### config.mk
export PLATFORM = sky130hd
export DESIGN_NAME = dma_mac
export DESIGN_NICKNAME = d
export VERILOG_FILES = /design/src/sv/dma_pkg.sv /design/src/sv/dma_mac.sv
export SDC_FILE = /design/constraint.sdc
export NUM_CORES = 2
export LEC_CHECK = 0
export BUFFER_PORTS_ARGS = -buffer_cell sky130_fd_sc_hd__buf_2
export CORE_ASPECT_RATIO = 0.75
export CORE_MARGIN = 2
export CORE_UTILIZATION = 50
export CTS_BUF_LIST = sky130_fd_sc_hd__clkbuf_4 sky130_fd_sc_hd__clkbuf_8
export CTS_CLUSTER_SIZE = 40
export DETAILED_ROUTE_END_ITERATION = 10
export PLACE_DENSITY = 0.66
export RECOVER_POWER = 25
export SLEW_MARGIN = 20
export SYNTH_ARGS = -nofsm -noshare
export SYNTH_HDL_FRONTEND = slang
export SYNTH_SLANG_ARGS = --single-unit
### constraint.sdc
create_clock -name clock -period 16 [get_ports clock]
set_clock_uncertainty 0.1 [all_clocks]
set_input_delay 3.2 -clock clock [delete_from_list [all_inputs] [get_ports clock]]
set_output_delay 3.2 -clock clock [all_outputs]
set_load 0.005 [all_outputs]
### src/sv/dma_pkg.sv
// shared types and constants for the density matrix accumulator
`timescale 1ns / 1ps
package dma_pkg;

   localparam int DEF_MAX_BASIS = 64;

   localparam int COEF_W       = 24;
   localparam int DENS_W       = 48;
   localparam int CMD_W        = 2;
   localparam int IDX_W        = 6;
   localparam int BASIS_CNT_W  = 7;
   localparam int ELEC_CNT_W   = 8;
   localparam int ORB_W        = 7;
   localparam int CSR_IDX_W    = 1;
   localparam int CSR_DATA_W   = 8;
   localparam int REQ_DATA_W   = 40;
   localparam int RSP_DATA_W   = 48;

   localparam logic [CSR_IDX_W-1:0] CSR_BASIS_COUNT    = 1'd0;
   localparam logic [CSR_IDX_W-1:0] CSR_ELECTRON_COUNT = 1'd1;

   localparam logic [BASIS_CNT_W-1:0] BASIS_COUNT_RST    = 7'd64;
   localparam logic [ELEC_CNT_W-1:0]  ELECTRON_COUNT_RST = 8'd2;

   localparam logic [DENS_W-1:0] DENS_MAX = 48'h7FFF_FFFF_FFFF;
   localparam logic [DENS_W-1:0] DENS_MIN = 48'h8000_0000_0000;

   typedef enum logic [CMD_W-1:0] {
      CMD_CLEAR = 2'd0,
      CMD_COEF  = 2'd1,
      CMD_READ  = 2'd2
   } cmd_type;

   typedef struct packed {
      logic [DENS_W-1:0] sum;
      logic              clamp;
   } mac_res_type;

endpackage

### src/sv/dma_mac.sv
// registered coefficient product and saturating add into a density entry
`timescale 1ns / 1ps
module dma_mac (
   input  logic                              clock,
   input  logic signed [dma_pkg::COEF_W-1:0] coef_a,
   input  logic signed [dma_pkg::COEF_W-1:0] coef_b,
   input  logic [dma_pkg::DENS_W-1:0]        dens_old,
   output dma_pkg::mac_res_type              res
);
   import dma_pkg::*;

   logic signed [DENS_W-1:0] prod_ff;
   logic signed [DENS_W-1:0] prod_in;
   logic [DENS_W:0]          sum_wide;

   // q4.20 times q4.20 is exact in q8.40
   assign prod_in = DENS_W'(coef_a * coef_b);

   always_ff @(posedge clock) begin
      prod_ff <= prod_in;
   end

   assign sum_wide = {dens_old[DENS_W-1], dens_old} + {prod_ff[DENS_W-1], prod_ff};

   always_comb begin
      res.clamp = sum_wide[DENS_W] != sum_wide[DENS_W-1];
      if (!res.clamp) begin
         res.sum = sum_wide[DENS_W-1:0];
      end else if (sum_wide[DENS_W]) begin
         res.sum = DENS_MIN;
      end else begin
         res.sum = DENS_MAX;
      end
   end

endmodule

==> results.toml <==
[worst_setup_path]
required_ns = 16.15
path_class = "in2reg"
endpoint_kind = "register"
start_kind = "input pin"
worstSetupEndpoint = "prod_ff[45]"
arrival_ns = 10.63
path_max_fanout = 24
crit_start = "coef_a[0]"

[placed_design]
gp_congestion = 0.9293
port_buffers = 145
dp_hpwl_um = 53800

[run_status]
status = "complete, no violations"

[floorplanning]
core-area_mm2 = 0.05010
io_pins = 146
rows = 71
die_w_um = 264
die_h_um = 199
dieArea_mm2 = 0.05254
initial_core_util_pct = 50.60

[cts]
clk_pin_slew_worst_paths_ns = 0.09
cts_sinks = 48
root_buffer = "clkbuf_8"
htreeDepth = 2
post_cts_buffers = 0
holdBufCountCts = 0
cts_tree = "built"
clock_path_buffers = 2
numCtsBuffers = 5
cts_resized = 0

[layout]
final_nets = 3708
drive_gt1_share_pct = 7.229
largest_register_ffs = 48
largestRegisters = "prod_ff x48"
final_cell_mix = "642 x inv_1, 608 x fa_1, 324 x nand2_1"
multi_input_area_mm2 = 0.02143
max_flop_register = "prod_ff"
area_growth_pct = 4.555
fill_cells = 4670
final_common_cell = "inv_1"
regArea_um2 = 960.9

[global_route]
grt_usage_pct = 25.34
grt_pass1_wl_um = 104300
grt_overflow_total = 0
grt_pass1_vias = 19600
grt_start_max_net_pins = 44
antenna_found_initial = 3

[detailed_routing]
vias = 18690
ant_nets = 0
wl_per_cell_um = 18.51
drt_iter0_markers = 1235
drc_errors = 0
drt-total-wl_um = 64440
firstDrtPassIters = 8
avgViaCountPerCell = 5.369

[timing]
min_period_over_period_pct = 65.51
finalSetupViolations = 0
rsz0062_at_grt = "no"
slew_headroom_pct = 8.672
clock.fmax_ghz = 0.09540
worst_pin_slew_ns = 1.370
maxSlewViolCount = 0
hold_viol_final = 0
post-route-min-period_ns = 10.48
tns_ns = 0

[yosys]
syn_nets = 3681
ys_ff_latch = 48
yosys_most_used_dff = "dfxtp_1"
yosysWarnings = 0
synthArstFlopShare_pct = 0
synth_cell_types = 79
synth_edf_count = 0
synth_area_mm2 = 0.02535
synth.avg_cell_area_um2 = 9.073
yosysSeqAreaShare_pct = 3.791
syn_inst = 2794

[flow_run]
drv_cap = 0

[hold_path]
hp-class = "in2reg"
## critical path, stage by stage
cell and delay (ns):
clkbuf_1 0.97, nand2b_1 0.26, fa_1 0.43, fa_1 0.49, inv_1 0.05, fa_1 0.45, fa_1 0.52, fa_1 0.43
fa_1 0.49, inv_1 0.05, fa_1 0.47, inv_1 0.08, ha_1 0.44, and3_1 0.25, nand4_1 0.18, a2111oi_1 0.59
nor2_2 0.19, a31oi_1 0.33, a21oi_1 0.22, a311oi_1 0.35, xor2_1 0.16
## cell usage after synthesis, types with 12 or more instances
master,count,area share [%]
and3_1,12,0.30
nor2_1,57,0.84
clkbuf_1,109,1.6
nand4_1,17,0.42
o21ai_2,22,0.76
a21o_1,50,1.5
ha_1,182,9.0
inv_1,642,9.5
o21a_1,13,0.38
fa_1,608,48
o21bai_1,12,0.36
a21oi_1,88,1.7
dfxtp_1,48,3.8
nand3_1,14,0.28
xor2_1,38,1.3
xnor2_1,55,1.9
nand2_1,324,4.8
nand2b_1,13,0.32
a31oi_1,14,0.35
and2_1,283,7.0
o21ai_0,42,0.83
## worst min path at each step
stage | from | depth (start not counted) | to | slack (ns)
2_1_floorplan | coef_a[0] | 1 | prod_ff[0] | 3.23
3_3_place_gp | coef_b[0] | 2 | prod_ff[0] | 3.61
3_5_place_dp | coef_b[0] | 2 | prod_ff[0] | 3.62
4_1_cts | coef_b[0] | 2 | prod_ff[0] | 3.28
5_1_grt | coef_b[0] | 2 | prod_ff[0] | 3.29
6_report | coef_b[0] | 2 | prod_ff[0] | 3.30
## cell type report
type	instances	share of cell area (%)
clock buffers	5	0.2596
diodes	2	0.01888
repair buffers	146	2.809
clock inverters	3	0.2596
flip-flops and latches	48	3.625
well taps	657	3.101
inverters	642	9.092
multi-input cells	1978	80.83
## cells by family after synthesis
group | count (synthesis) | synth area share [%]
adders and majority gates | 794 | 57.15
and+or+nand+nor | 766 | 15.26
buffers and inverters | 768 | 11.63
DFF | 48 | 3.791
muxes | 6 | 0.2714
xor gates and xnor gates | 94 | 3.277
AOI/OAI and AO/OA | 318 | 8.622
## metal layers
| metal | part of all wire (%) | vias up | global-route usage [%] |
|---|---|---|---|
| li1 | - | 8440 | - |
| met5 | 0.051 | - | 0 |
| met2 | 48 | 559 | 42.66 |
| met1 | 42 | 9591 | 34.50 |
| met3 | 7.0 | 95 | 4.370 |
| met4 | 2.3 | 4 | 5.598 |
## metrics by stage
stage	area, um^2	hold slack, ns	utilization (%)	std cells	worst slack [ns]
2_1_floorplan	25350	3.227	-	2794	6.016
3_3_place_gp	26360	3.612	52.61	3470	5.398
3_5_place_dp	26360	3.615	52.61	3470	5.350
4_1_cts	26500	3.279	52.89	3478	5.686
5_1_grt	26500	3.289	52.90	3480	5.068
6_report	26510	3.303	52.90	3481	5.518
Power is not shown: default switching activity piles up to over one toggle a cycle in this logic, so the estimate is an artifact.
