`src/sv/dma_pkg.sv`:
```
// shared types and constants for the density matrix accumulator
`timescale 1ns / 1ps
package dma_pkg;

   localparam int DEF_MAX_BASIS = 64;

   localparam int COEF_W       = 24;
   localparam int DENS_W       = 48;
   localparam int CMD_W        = 2;
   localparam int IDX_W        = 6;
   localparam int BASIS_CNT_W  = 7;
   localparam int ELEC_CNT_W   = 8;
   localparam int ORB_W        = 7;
   localparam int CSR_IDX_W    = 1;
   localparam int CSR_DATA_W   = 8;
   localparam int REQ_DATA_W   = 40;
   localparam int RSP_DATA_W   = 48;

   localparam logic [CSR_IDX_W-1:0] CSR_BASIS_COUNT    = 1'd0;
   localparam logic [CSR_IDX_W-1:0] CSR_ELECTRON_COUNT = 1'd1;

   localparam logic [BASIS_CNT_W-1:0] BASIS_COUNT_RST    = 7'd64;
   localparam logic [ELEC_CNT_W-1:0]  ELECTRON_COUNT_RST = 8'd2;

   localparam logic [DENS_W-1:0] DENS_MAX = 48'h7FFF_FFFF_FFFF;
   localparam logic [DENS_W-1:0] DENS_MIN = 48'h8000_0000_0000;

   typedef enum logic [CMD_W-1:0] {
      CMD_CLEAR = 2'd0,
      CMD_COEF  = 2'd1,
      CMD_READ  = 2'd2
   } cmd_type;

   typedef struct packed {
      logic [DENS_W-1:0] sum;
      logic              clamp;
   } mac_res_type;

endpackage

```
`src/sv/dma_row_buf.sv`:
```
// orbital row buffer: one write port, two registered read ports
`timescale 1ns / 1ps
module dma_row_buf #(
   parameter int DEPTH = dma_pkg::DEF_MAX_BASIS,
   localparam int AW = $clog2(DEPTH)
) (
   input  logic                              clock,
   input  logic                              wr_en,
   input  logic [AW-1:0]                     wr_addr,
   input  logic signed [dma_pkg::COEF_W-1:0] wr_data,
   input  logic [AW-1:0]                     rd_addr_a,
   input  logic [AW-1:0]                     rd_addr_b,
   output logic signed [dma_pkg::COEF_W-1:0] rd_data_a,
   output logic signed [dma_pkg::COEF_W-1:0] rd_data_b
);
   import dma_pkg::*;

   logic signed [COEF_W-1:0] mem [DEPTH];

   always_ff @(posedge clock) begin
      if (wr_en) begin
         mem[wr_addr] <= wr_data;
      end
      rd_data_a <= mem[rd_addr_a];
      rd_data_b <= mem[rd_addr_b];
   end

endmodule

```
`config.mk`:
```
export PLATFORM = sky130hd
export DESIGN_NAME = dma_row_buf
export DESIGN_NICKNAME = d
export VERILOG_FILES = /design/src/sv/dma_pkg.sv /design/src/sv/dma_row_buf.sv
export SDC_FILE = /design/constraint.sdc
export NUM_CORES = 2
export LEC_CHECK = 0
export BUFFER_PORTS_ARGS = -buffer_cell sky130_fd_sc_hd__buf_2
export CAP_MARGIN = 20
export CORE_MARGIN = 4
export CORE_UTILIZATION = 60
export DETAILED_ROUTE_END_ITERATION = 16
export PLACE_DENSITY = 0.76
export SETUP_SLACK_MARGIN = 0.05
export SLEW_MARGIN = 20
export SYNTH_ARGS = -nofsm -noshare
export SYNTH_HDL_FRONTEND = slang
export SYNTH_SLANG_ARGS = --single-unit
```
`constraint.sdc`:
```
create_clock -name clock -period 5.4 [get_ports clock]
set_input_delay 0.27 -clock clock [delete_from_list [all_inputs] [get_ports clock]]
set_output_delay 0.27 -clock clock [all_outputs]
set_load 0.02 [all_outputs]
```
==> impl_metrics.py <==
metrics = {
    "outcome": {
        "status": "complete, no violations",
    },
    "synthesis": {
        "synth_common_cells": "edfxtp_1 (1,536), mux4_2 (684), mux2i_1 (287), a22oi_1 (121), buf_2 (104)",
        "ys.flop_type": "edfxtp_1",
        "synthMuxAreaShare_pct": 25.4,
        "ys_seq_area_share_pct": 65.3,
        "yosysMostFrequentCell": "edfxtp_1",
        "synthAdderAreaFrac_pct": 0,
        "ys_async_sr_fraction_pct": 0,
        "yosysTopAreaCellShare_pct": 64.0,
        "synth_area_leaders": "edfxtp_1 (64%), mux4_2 (21%), mux2i_1 (4.0%)",
        "synthDistinctLibCells": 43,
        "synth_top_family_by_area": "multiplexers",
        "synth-seq-cells": 1584,
        "synthCells": 3655,
        "syn-num-nets": 3699,
        "synth_compound_area_share_pct": 4.62,
        "yosys.area_share.simple_pct": 2.47,
        "synth_xor_area_share_pct": 0,
        "synth_top_area_cell": "edfxtp_1",
        "yosysWarnings": 0,
        "synthesis.area_um2": 72100,
        "synth_edf_count": 1536,
        "syn_area_per_cell_um2": 19.7,
    },
    "drt": {
        "vias": 41556,
        "final_antenna_net_count": 0,
        "drtIter0Drc": 6980,
        "wirelength_mm": 217,
        "dr.pass1.iters": 9,
        "drcViolationCount": 0,
        "wl_per_cell_um": 39.4,
        "vias_per_cell": 7.55,
    },
    "placement": {
        "dp_slack_ns": 1.94,
        "dp_hpwl_mm": 131,
        "gp_congestion": 0.906,
        "dp_cells": 5193,
        "placed_cell_area_um2": 74600,
        "numPortBuffers": 91,
    },
    "die": {
        "die_w_um": 355,
        "io_pins": 92,
        "die-area_um2": 126000,
        "start_util_pct": 60.7,
        "coreArea_um2": 119000,
        "chipHeight_um": 355,
        "num_rows": 126,
    },
    "timing": {
        "fin_crit_sh_pct": 52.4,
        "hold_violations": 0,
        "drv_slew": 0,
        "tightest_slew_ns": 1.26,
        "fmax_mhz": 353,
        "rsz0062_at_grt": "false",
        "skew_ns": 0.0302,
        "whs_ns": 0.0756,
        "fin_tns_setup_ns": 0,
        "maxSlewHeadroom_pct": 14.9,
        "worst_slack_ns": 2.57,
        "setup_viol": 0,
        "period_needed_ns": 2.83,
    },
    "global_route": {
        "antenna_found_initial": 37,
        "grt_pass1_wl_mm": 306,
        "use_met2_pct": 49.8,
        "grt_max_degree": 114,
        "grt_pass1_vias": 40789,
        "grtUsageTotal_pct": 34.8,
        "grt-busiest-layer": "met2",
        "use_met3_pct": 13.5,
        "use_met1_pct": 47.8,
        "grt_overflow": 0,
    },
    "worst_setup_path": {
        "regToRegStartpoint": "mem[50][8]",
        "crit_family": "buffers and inverters",
        "cp_slowest_stage_delay_ns": 0.98,
        "path_buf_inv": 2,
        "worst_setup_path_start_kind": "input pin",
        "path_depth": 6,
        "cp.arrival_ns": 3.54,
        "cp-endpoint": "rd_data_b[16]",
        "reg2reg_slack_ns": 3.05,
        "path_max_fanout": 56,
        "critPathCaptureType": "flop",
        "r2r-end": "rd_data_a[8]",
        "r2r_cells": 5,
        "crit_start": "rd_addr_b[0]",
        "worst_path_max_delay_cell": "o21ai_0",
        "crit_chain": "buf_8 -> buf_4 -> mux4_2 -> mux2i_1 -> o21ai_0 -> and4_1",
        "crit_type": "input pin to flop",
        "crit_required_ns": 6.10,
    },
    "cells_and_area": {
        "finish.instance_area_um2": 80000,
        "drive_gt1_share_pct": 31.7,
        "fin_nets": 3804,
        "stdcell_count": 5506,
        "syn2layout_area_growth_pct": 11.0,
        "final_core_util_pct": 67.4,
    },
    "clock_network": {
        "clockRootBuffer": "clkbuf_16",
        "htreeDepth": 4,
        "clk_pin_slew_worst_paths_ns": 0.06,
        "numCtsBuffers": 155,
        "cts.hold.buffers_added": 0,
        "clockBufferDepth": 3,
        "clk_latency_ns": 0.79,
        "cts_tree": "built",
        "postCtsSetupBuffers": 0,
        "cts_sinks": 1584,
        "ctsResizeCount": 0,
    },
    "run": {
        "cap_violations": 0,
    },
    "power": {
        "p_leak_nw": 25.3,
        "power_mw": 27.0,
        "cellPowerDensity_nw_per_um2": 337,
        "ir_drop_v": 0.000279,
    },
    "worst_hold_path": {
        "worstHoldStart": "wr_addr[1]",
        "hp-class": "input pin to flop",
    },
}
[flip-flops by register name (all words and copies together) (netlist names)]
name	count
mem	1536
rd_data_a	24
rd_data_b	24
[placed cells by master (no fill, tap or decap), types with 70 or more instances in the layout]
cell / count
mux2i_1: 287
o21ai_0: 70
mux4_2: 684
nand2_1: 90
o211ai_1: 97
edfxtp_1: 1536
a22oi_1: 121
buf_2: 83
buf_4: 125
clkbuf_16: 159
[layout make-up]
cell class	count	area, um^2
Clock inverter	80	902
Clock buffer	206	4250
Multi-Input combinational cell	1779	23800
Fill cell	7319	38700
Timing Repair Buffer	238	1990
Tap cell	1600	2000
Inverter	2	7.51
Sequential cell	1584	47100
Antenna cell	17	42.5
[routing by layer]
layer | vias to the layer above | share of wire [%] | wire length, um
li1 | 16069 | - | -
met1 | 21436 | 33 | 72600
met4 | 22 | 5.2 | 11300
met2 | 3492 | 44 | 96300
met5 | - | 0.064 | 139
met3 | 537 | 17 | 36600
[cells by family after synthesis]
logic type      after synthesis
buf+inv                     292
mux                         971
simple gates                345
compound gates              463
flops                      1584
[report_power, final]
part	total [mW]	internal [mW]	switching, mW
sequential	13.7	13.6	0.121
combinational	2.22	0.822	1.39
clock	11.1	6.44	4.61
[worst reg2reg max path, cell delays in order (launching register included)]
cell and delay (ns):
edfxtp_1 0.37, mux4_2 0.26, mux2i_1 0.10, a22o_1 0.44, a221oi_1 0.81, and3_1 0.27
[worst min path at each step]
stage,endpoint,slack [ns],depth (start not counted)
floorplan,mem[0][0],0.37,0
global placement,rd_data_b[2],0.69,1
detailed placement,rd_data_b[2],0.70,1
CTS,mem[49][9],0.03,2
global route,mem[49][9],0.05,2
finish,mem[49][0],0.08,2
(Power assumes the default switching activity.)
